==> src/sv/kfli_pkg.sv <==
package kfli_pkg;

    localparam int MAX_KEYS_DEF = 64;
    localparam int FRAC_W = 16;

    typedef enum logic [1:0] {
        CMD_ADD_POS    = 2'd0,
        CMD_ADD_SCALE  = 2'd1,
        CMD_ADD_USCALE = 2'd2,
        CMD_QUERY      = 2'd3
    } cmd_t;

    typedef enum logic [1:0] {
        ST_ADDED = 2'd0,
        ST_FULL  = 2'd1,
        ST_QUERY = 2'd2,
        ST_EMPTY = 2'd3
    } status_t;

    typedef struct packed {
        logic [1:0]   cmd;
        logic [31:0]  key_time;
        logic signed [31:0] val_x;
        logic signed [31:0] val_y;
        logic signed [31:0] val_z;
    } in_word_t;

    typedef struct packed {
        logic signed [31:0] pos_out_x;
        logic signed [31:0] pos_out_y;
        logic signed [31:0] pos_out_z;
        logic signed [31:0] scale_out_x;
        logic signed [31:0] scale_out_y;
        logic signed [31:0] scale_out_z;
        logic [1:0]   status;
    } out_word_t;

    typedef enum logic [3:0] {
        S_IDLE,
        S_SCAN_RD,
        S_SCAN_CHK,
        S_LOAD_LO,
        S_LOAD_HI,
        S_DIV,
        S_MUL,
        S_OUT
    } state_t;

    // controller -> datapath
    typedef struct packed {
        logic capture;   // latch input word
        logic do_write;  // append key
        logic set_zero;  // result all zeros
        logic rd_time;   // read time at scan index
        logic scan_inc;
        logic scan_init;
        logic rd_lo;     // read key row lo
        logic rd_hi;     // read key row hi
        logic rd_last;   // read key row of the last key
        logic copy_hi;   // result is the row just read, directly
        logic div_start;
        logic div_step;
        logic mul_step;
        logic out_load;
        logic [1:0] status;
    } ctrl_t;

    // datapath -> controller
    typedef struct packed {
        logic is_query;
        logic empty;
        logic full;
        logic one_key;
        logic scan_stop;   // time read > query or end of scan
        logic below_first; // query at/before key 0
        logic above_last;  // query at/after last key
        logic div_done;
        logic mul_done;
        logic out_busy;
    } stat_t;

endpackage

==> src/sv/kfli_ctrl.sv <==
module kfli_ctrl (
    input  logic             aclk,
    input  logic             aresetn,
    input  logic             in_valid,
    output logic             in_ready,
    input  kfli_pkg::stat_t  stat,
    output kfli_pkg::ctrl_t  ctrl
);
    import kfli_pkg::*;

    state_t state_reg, state_next;
    logic   zero_reg, zero_next;
    logic [1:0] st_reg, st_next;
    logic   copy_reg, copy_next;
    logic   copy_first, copy_last, scan_more;

    // clamp to key 0 first, then to the last key, else scan for the bracket
    assign copy_first = stat.one_key || stat.below_first;
    assign copy_last  = !copy_first && stat.above_last;
    assign scan_more  = !(copy_first || stat.above_last || stat.scan_stop);

    always_ff @(posedge aclk) begin
        if (!aresetn) begin
            state_reg <= S_IDLE;
            zero_reg  <= 1'b0;
            st_reg    <= ST_ADDED;
        end else begin
            state_reg <= state_next;
            zero_reg  <= zero_next;
            st_reg    <= st_next;
        end
    end

    // next state
    always_comb begin
        state_next = state_reg;
        zero_next  = zero_reg;
        st_next    = st_reg;
        unique case (state_reg)
            S_IDLE: if (in_valid) state_next = S_SCAN_RD;
            S_SCAN_RD: begin
                // first cycle after capture: decide command
                if (!stat.is_query) begin
                    zero_next = 1'b1;
                    st_next = stat.full ? ST_FULL : ST_ADDED;
                    state_next = S_OUT;
                end else if (stat.empty) begin
                    zero_next = 1'b1;
                    st_next = ST_EMPTY;
                    state_next = S_OUT;
                end else begin
                    zero_next = 1'b0;
                    st_next = ST_QUERY;
                    state_next = S_SCAN_CHK;
                end
            end
            S_SCAN_CHK: begin
                if (copy_first || stat.above_last) state_next = S_LOAD_HI;
                else if (stat.scan_stop) state_next = S_LOAD_LO;
                else state_next = S_SCAN_CHK;
            end
            S_LOAD_LO: state_next = S_LOAD_HI;
            S_LOAD_HI: state_next = copy_reg ? S_OUT : S_DIV;
            S_DIV: if (stat.div_done) state_next = S_MUL;
            S_MUL: if (stat.mul_done) state_next = S_OUT;
            S_OUT: if (!stat.out_busy) state_next = S_IDLE;
            default: state_next = S_IDLE;
        endcase
    end

    // copy path: load one row into result only, skip lerp
    always_ff @(posedge aclk) begin
        if (!aresetn) copy_reg <= 1'b0;
        else copy_reg <= copy_next;
    end
    always_comb begin
        copy_next = copy_reg;
        if (state_reg == S_SCAN_CHK) begin
            copy_next = copy_first || stat.above_last;
        end
    end

    // outputs; scan reads the next stored time each cycle in SCAN_CHK as idx advances
    always_comb begin
        ctrl = '0;
        ctrl.status = st_reg;
        ctrl.set_zero = zero_reg;
        in_ready = 1'b0;
        unique case (state_reg)
            S_IDLE: begin
                in_ready = 1'b1;
                ctrl.capture = in_valid;
                ctrl.scan_init = in_valid;
            end
            S_SCAN_RD: begin
                ctrl.rd_time = 1'b1;
                ctrl.do_write = !stat.is_query && !stat.full;
            end
            S_SCAN_CHK: begin
                ctrl.scan_inc = scan_more;
                ctrl.rd_time = scan_more;
                // key 0 sits at idx, the last key has its own address
                ctrl.rd_hi = copy_first;
                ctrl.rd_last = copy_last;
                ctrl.rd_lo = !scan_more && !copy_first && !copy_last;
            end
            S_LOAD_LO: ctrl.rd_hi = 1'b1;
            S_LOAD_HI: begin
                ctrl.copy_hi = copy_reg;
                ctrl.div_start = !copy_reg;
            end
            S_DIV: ctrl.div_step = !copy_reg && !stat.div_done;
            S_MUL: ctrl.mul_step = !copy_reg && !stat.mul_done;
            S_OUT: ctrl.out_load = !stat.out_busy;
            default: ;
        endcase
    end
endmodule

==> config.mk <==
export PLATFORM = sky130hd
export DESIGN_NAME = kfli_ctrl
export DESIGN_NICKNAME = d
export VERILOG_FILES = /design/src/sv/kfli_pkg.sv /design/src/sv/kfli_ctrl.sv
export SDC_FILE = /design/constraint.sdc
export NUM_CORES = 1
export LEC_CHECK = 0
export BUFFER_PORTS_ARGS = -buffer_cell sky130_fd_sc_hd__buf_2
export CORE_AREA = 10 10 47 49
export CTS_CLUSTER_SIZE = 25
export DETAILED_ROUTE_END_ITERATION = 7
export DIE_AREA = 0 0 57 59
export GPL_TIMING_DRIVEN = 0
export PLACE_DENSITY_LB_ADDON = 0.15
export SETUP_SLACK_MARGIN = 0.02
export SLEW_MARGIN = 5
export SYNTH_ARGS = -nofsm -noshare
export SYNTH_HDL_FRONTEND = slang
export SYNTH_SLANG_ARGS = --single-unit
==> constraint.sdc <==
create_clock -name aclk -period 2.25 [get_ports aclk]
set_input_delay 0.1125 -clock aclk [delete_from_list [all_inputs] [get_ports aclk]]
set_output_delay 0.1125 -clock aclk [all_outputs]
set_load 0.01 [all_outputs]
======== Word level (Yosys, flattened, before mapping) ========
Index checks and enable logic that the tools add are counted.
W data, S select, Z words.
word-level totals
  register bits ........................... 8
  input bits .............................. 13
  output and inout bits ................... 17
cells by class
  equal/unequal tests ..................... 11
  multiplexer cells ....................... 27
  reduce and logical (&&, ||, !) cells .... 20
operators by type and width
  cell                  number
  $pmux W4 S8           1
  $eq A4 B3 Y1 const B  4
  $mux W4               4
  $mux W1               14
  $logic_not A1 Y1      9
  $mux W3               3
  $eq A4 B2 Y1 const B  2
  $ne A2 B2 Y1 const B  4
  $logic_and A1 B1 Y1   6
  $mux W2               3
  $eq A4 B1 Y1 const B  1
  $logic_not A4 Y1      1
  $pmux W1 S2           2
  $reduce_and A4 Y1     1
  $logic_or A1 B1 Y1    3

======== Logic depth before layout (Yosys ltp) ========
Gate-level depths: netlist (run 1).
  word-level depth ........................ 6
  gate-level depth with buffers ........... 5
  depth with buffers taken out ............ 4

======== Least setup slack after synthesis (run 1) ========
OpenSTA, ideal clock, no wires.
  kind .................................... reg2reg
  start point ............................. register state_reg[0]
  end point ............................... register state_reg[2]
  data arrival time ....................... 1.226 ns
  path slack .............................. 0.898 ns
  stages on the path, launching flop included .. 5
  buffers on the path ..................... 0
  cells stage by stage .................... dfxtp_1 > or4_4 > o31a_1 > a41oi_1 > nor3_1
between the ends
  cells in the longest elaborated chain, start to end .. 3
ends and longest elaborated chain
  what                                              RTL line         source
  start: declaration                                kfli_ctrl.sv:11  state_t state_reg, state_next;
  start signal: assignment                          kfli_ctrl.sv:28  state_reg <= state_next;
  $eq A4 B3 Y1 or $logic_not A4 Y1 (tied branches)  kfli_ctrl.sv:39  unique case (state_reg)
  $ne A2 B2 Y1 (no line)                            --
  $reduce_and A4 Y1 (no line)                       --
Several ways; a longest one is shown, not always the timed one.
A chain may end at the register's enable or synchronous reset.

==> results of run 1 <==
## critical path, delay by kind of cell, from the launching register on
family	cells	cell delay (ps)
buffers and inverters	3	590
DFF	1	360
and+or+nand+nor	2	290
## cells by family after synthesis
family          share of synthesized area, %
compound gates                          22.4
buf+inv                                 7.86
flops                                   27.5
mux                                     3.93
simple gates                            38.3
## layer usage
metal	global-route usage (%)	part of all wire, %	wire (um)	vias to the layer above
li1	-	-	-	316
met1	10.6	47	706	269
met2	14.3	42	638	22
met3	6.01	11	170	0
met4	2.01	0	0	0
met5	0	0	0	-
## power breakdown
part / leakage, nW / switching (mW) / total [mW] / internal, mW
combinational: 0.278 / 0.212 / 0.381 / 0.169
clock: 0.0150 / 0.0455 / 0.113 / 0.0676
sequential: 0.0578 / 0.0345 / 0.196 / 0.161
total: 0.351 / 0.292 / 0.690 / 0.398
## final cells by class
class | instances | area (um2)
fillers | 166 | 701
multi-input cells | 54 | 329
repair buffers | 29 | 145
flip-flops and latches | 7 | 140
plain buffers | 5 | 28.8
clock buffers | 4 | 26.3
well taps | 16 | 20.0
inverters | 3 | 11.3
## worst max-delay path by stage
stage / endpoint / cells past startpoint / slack, ps
floorplan: state_reg[2] / 4 / 900
global placement: state_reg[2] / 4 / 810
global route: ctrl[15] / 5 / 520
detailed placement: state_reg[2] / 4 / 840
finish: ctrl[15] / 5 / 660
CTS: ctrl[15] / 5 / 650
## Yosys cell counts
library cell | number | area (um2)
nor3_1 | 6 | 30.0
buf_4 | 2 | 15.0
nor4_1 | 1 | 6.26
nand2b_1 | 2 | 12.5
inv_1 | 3 | 11.3
o21ai_0 | 3 | 15.0
a41oi_1 | 1 | 8.76
or4_4 | 1 | 11.3
a211oi_1 | 2 | 15.0
and3_1 | 3 | 18.8
a311oi_2 | 1 | 15.0
o21bai_1 | 1 | 7.51
buf_2 | 2 | 10.0
o22ai_1 | 1 | 6.26
nor2b_1 | 2 | 12.5
o311ai_1 | 1 | 8.76
nor3b_2 | 1 | 12.5
dfxtp_1 | 7 | 140
or2b_1 | 1 | 7.51
nor4b_1 | 1 | 8.76
mux2i_1 | 2 | 20.0
a21oi_1 | 4 | 20.0
clkbuf_1 | 1 | 3.75
nor2_1 | 12 | 45.0
and2_1 | 2 | 12.5
nand2_1 | 3 | 11.3
o2111ai_1 | 1 | 8.76
nor2_2 | 1 | 6.26
o31a_1 | 1 | 8.76
## placed cells by master, fill, tap and decap left out, drive strengths merged
cell,n
o31a,1
o21ai,3
nor2,13
a211oi,2
nand2b,2
a21oi,4
or2b,1
nand2,3
or4,1
nor4,1
and2,2
a311oi,1
mux2i,2
a41oi,1
buf,33
nor2b,2
o21bai,1
o311ai,1
dfxtp,7
nor3,6
nor4b,1
inv,3
and3,3
o2111ai,1
nor3b,1
o22ai,1
clkbuf,5
## metrics by stage
stage,util (%),cell area [um2],worst slack (ps),power (mW),std cells
floorplan,-,509,898,0.460,69
global placement,48.1,674,812,0.580,114
detailed placement,48.1,674,839,0.582,114
CTS,50.0,701,653,0.695,118
global route,50.0,701,522,0.756,118
finish,50.0,701,658,0.690,118
==> results.json, run 1 <==
{
  "crit_fanout": 10,
  "clk_pin_slew_ps": 60,
  "ff2ff_path_depth": 4,
  "ys_seq_elements": 7,
  "place_congestion": 0.740,
  "syn_area_um2": 509,
  "slew_violations": 0,
  "fp.dieH_um": 59,
  "io_buffers": 29,
  "largest_reg_flops": 3,
  "drive_above_1_share_pct": 39.2,
  "wl_um": 1520,
  "h-tree-depth": 1,
  "num_io_pins": 30,
  "slowest_stage": "dfxtp_1",
  "core_area_mm2": 0.00140,
  "antenna_found_initial": 0,
  "layout_min_cycle_time_ps": 1590,
  "track_usage_pct": 9.29,
  "final_hold_viol_count": 0,
  "cp_cell_sequence": "clkbuf_1 -> nor3_1 -> and2_1 -> buf_4 -> buf_2",
  "holdBufCountCts": 0,
  "max_freq_ghz": 0.628,
  "row_count": 14,
  "critPathKind": "reg2out",
  "dr.first_iter.drc_count": 10,
  "clock_skew_ps": 7.51,
  "routedWlPerCell_um": 12.8,
  "syn2layout_area_growth_pct": 37.6,
  "status": "complete, no violations",
  "yosysSeqAreaShare_pct": 27.5,
  "grt_max_degree": 11,
  "tns_ps": 0,
  "cts_buffer_depth": 2,
  "die_area_mm2": 0.00336,
  "yosysWarnings": 0,
  "ant_nets": 0,
  "cp.arrival_ps": 1480,
  "grt_pass1_wl_um": 2620,
  "cp-startpoint": "state_reg[1]",
  "hpwl_um": 1270,
  "hold_class": "in2reg",
  "avgViaCountPerCell": 5.14,
  "clock-sinks": 7,
  "end_kind": "output port",
  "ys_types": 29,
  "holdWs_ps": 115,
  "cts_setup_buffers": 0,
  "grt_pass1_vias": 614,
  "cp.required_ps": 2140,
  "start_util_pct": 36.3,
  "cts_made_buffers": 3,
  "rr_startpoint": "state_reg[1]",
  "cts_tree": "done",
  "hold_path_end": "copy_reg",
  "fin_nets": 116,
  "drv_cap": 0,
  "r2r-end": "state_reg[0]",
  "gr-total-overflow": 0,
  "finalCritPeriodShare_pct": 70.7,
  "setup_viol": 0,
  "p_leak_nw": 0.351,
  "slew_headroom_pct": 73.7,
  "antennaDiodeCount": 0,
  "cts_root_buf": "clkbuf_4",
  "rsz0062_at_grt": "false",
  "dr.pass1.iters": 4,
  "hold_path_startpoint": "aresetn",
  "worst-r2r-setup-slack_ps": 820,
  "die_w_um": 57,
  "synth.avg_cell_area_um2": 7.38,
  "syn_nets": 82,
  "power_density_mw_per_mm2": 984,
  "tightest_slew_ps": 395,
  "vias": 607,
  "critPathMaxStageDelay_ps": 360,
  "insertion_delay_ps": 250,
  "drc": 0,
  "holdPathStages": 3,
  "synth_cells": 69,
  "start_kind": "register",
  "ir_drop_uv": 501,
  "ctsResizeCount": 0
}
(Power assumes the default switching activity.)
==> run 2, diff against run 1 <==
Clock period 2.25 ns to 1.65 ns, I/O delays scaled along.
==> results.json, run 2 (synthesized netlist as in run 1, its figures left out) <==
{
  "status": "complete, no violations",
  "tns_ps": 0,
  "final_common_cell": "buf_2",
  "dr.pass1.iters": 4,
  "antenna_found_initial": 0,
  "fp.dieH_um": 59,
  "cts_tree": "done",
  "place_ws_ps": 239,
  "cp-startpoint": "state_reg[2]",
  "cts_root_buf": "clkbuf_4",
  "ff2ff_path_depth": 4,
  "rr_startpoint": "state_reg[0]",
  "clock-sinks": 7,
  "wl_um": 1510,
  "syn2layout_area_growth_pct": 38.8,
  "layout_min_cycle_time_ps": 1490,
  "cp.required_ps": 1570,
  "slew_violations": 0,
  "mostFrequentLayoutCells": "buf_2 (31), nor2_1 (12), dfxtp_1 (7)",
  "tightest_slew_ps": 392,
  "start_util_pct": 36.3,
  "rsz0062_at_grt": "false",
  "largest_reg_flops": 3,
  "avgViaCountPerCell": 5.09,
  "grt_pass1_wl_um": 2620,
  "row_count": 14,
  "holdBufCountCts": 0,
  "hold_class": "in2reg",
  "num_io_pins": 30,
  "critPathKind": "reg2out",
  "antennaDiodeCount": 0,
  "drive_above_1_share_pct": 41.2,
  "ir_drop_uv": 683,
  "die_w_um": 57,
  "max_freq_ghz": 0.669,
  "drc": 0,
  "ant_nets": 0,
  "clock_skew_ps": 7.52,
  "insertion_delay_ps": 250,
  "grt_pass1_vias": 614,
  "track_usage_pct": 9.29,
  "worst-r2r-setup-slack_ps": 220,
  "io_buffers": 29,
  "fin_nets": 116,
  "final_hold_viol_count": 0,
  "drv_cap": 0,
  "routedWlPerCell_um": 12.8,
  "start_kind": "register",
  "setup_viol": 0,
  "end_kind": "output port",
  "finalCritPeriodShare_pct": 90.5,
  "core_area_mm2": 0.00140,
  "totalPowerFinal_uw": 949,
  "cts_made_buffers": 3,
  "crit_end": "ctrl[15]",
  "p_leak_nw": 0.356,
  "layout_setup_ws_ps": 156,
  "gr-total-overflow": 0,
  "power_density_mw_per_mm2": 1340,
  "hpwl_um": 1270,
  "vias": 601,
  "clk_pin_slew_ps": 60,
  "die_area_mm2": 0.00336,
  "cp.arrival_ps": 1410,
  "r2r-end": "state_reg[2]",
  "place_congestion": 0.740,
  "grt_max_degree": 11,
  "dr.first_iter.drc_count": 11,
  "crit_fanout": 10,
  "h-tree-depth": 1,
  "slew_headroom_pct": 73.8,
  "cts_buffer_depth": 2
}
run 2: changes by cell type in the layout (fill, tap and decap cells not counted):
cell,before,now
clkbuf_1,2,1
nor3_1,6,5
nor3_2,0,1
clkbuf_2,0,1
run 2: worst min path at each step:
stage	startpoint	endpoint	slack (ps)	depth (start not counted)
2_1_floorplan	stat[5]	ctrl[11]	210	1
3_3_place_gp	aresetn	copy_reg	340	3
3_5_place_dp	aresetn	copy_reg	340	3
4_1_cts	aresetn	copy_reg	80	3
5_1_grt	aresetn	copy_reg	110	3
6_report	aresetn	copy_reg	80	3
run 2: critical path, stage by stage, from the launching register on:
cell	delay [ps]
dfxtp_1	430
buf_2	270
nor3_2	60
and2_1	160
buf_4	120
buf_2	130
run 2: layout make-up:
class / count / area, um2
repair buffers: 29 / 145
multi-input cells: 54 / 334
plain buffers: 5 / 30.0
fillers: 167 / 694
inverters: 3 / 11.3
well taps: 16 / 20.0
flip-flops and latches: 7 / 140
clock buffers: 4 / 26.3
run 2: metrics by stage:
step | instances | cell area (um2) | hold WS [ps] | util (%)
floorplan | 69 | 509 | 213 | -
global placement | 114 | 674 | 337 | 48.1
detailed placement | 114 | 674 | 340 | 48.1
CTS | 118 | 701 | 81.1 | 50.0
global route | 118 | 707 | 110 | 50.4
finish | 118 | 707 | 84.7 | 50.4
run 2: repair_timing:
action                                  CTS  global route
resized for setup                         0             3
endpoints found under the setup margin    0             2
buffers inserted                          0             0
endpoints found under the hold margin     0             0
run 2: per-layer routing:
metal | global-route usage (%) | wire, um
met1 | 10.6 | 718
met2 | 14.3 | 642
met5 | 0 | 0
met3 | 6.01 | 150
met4 | 2.01 | 0
run 2: power by group:
| part | total, mW | switching [mW] | internal [mW] |
|---|---|---|---|
| logic | 0.528 | 0.292 | 0.236 |
| registers | 0.267 | 0.0470 | 0.220 |
| clock network | 0.154 | 0.0621 | 0.0922 |
| total | 0.949 | 0.401 | 0.548 |
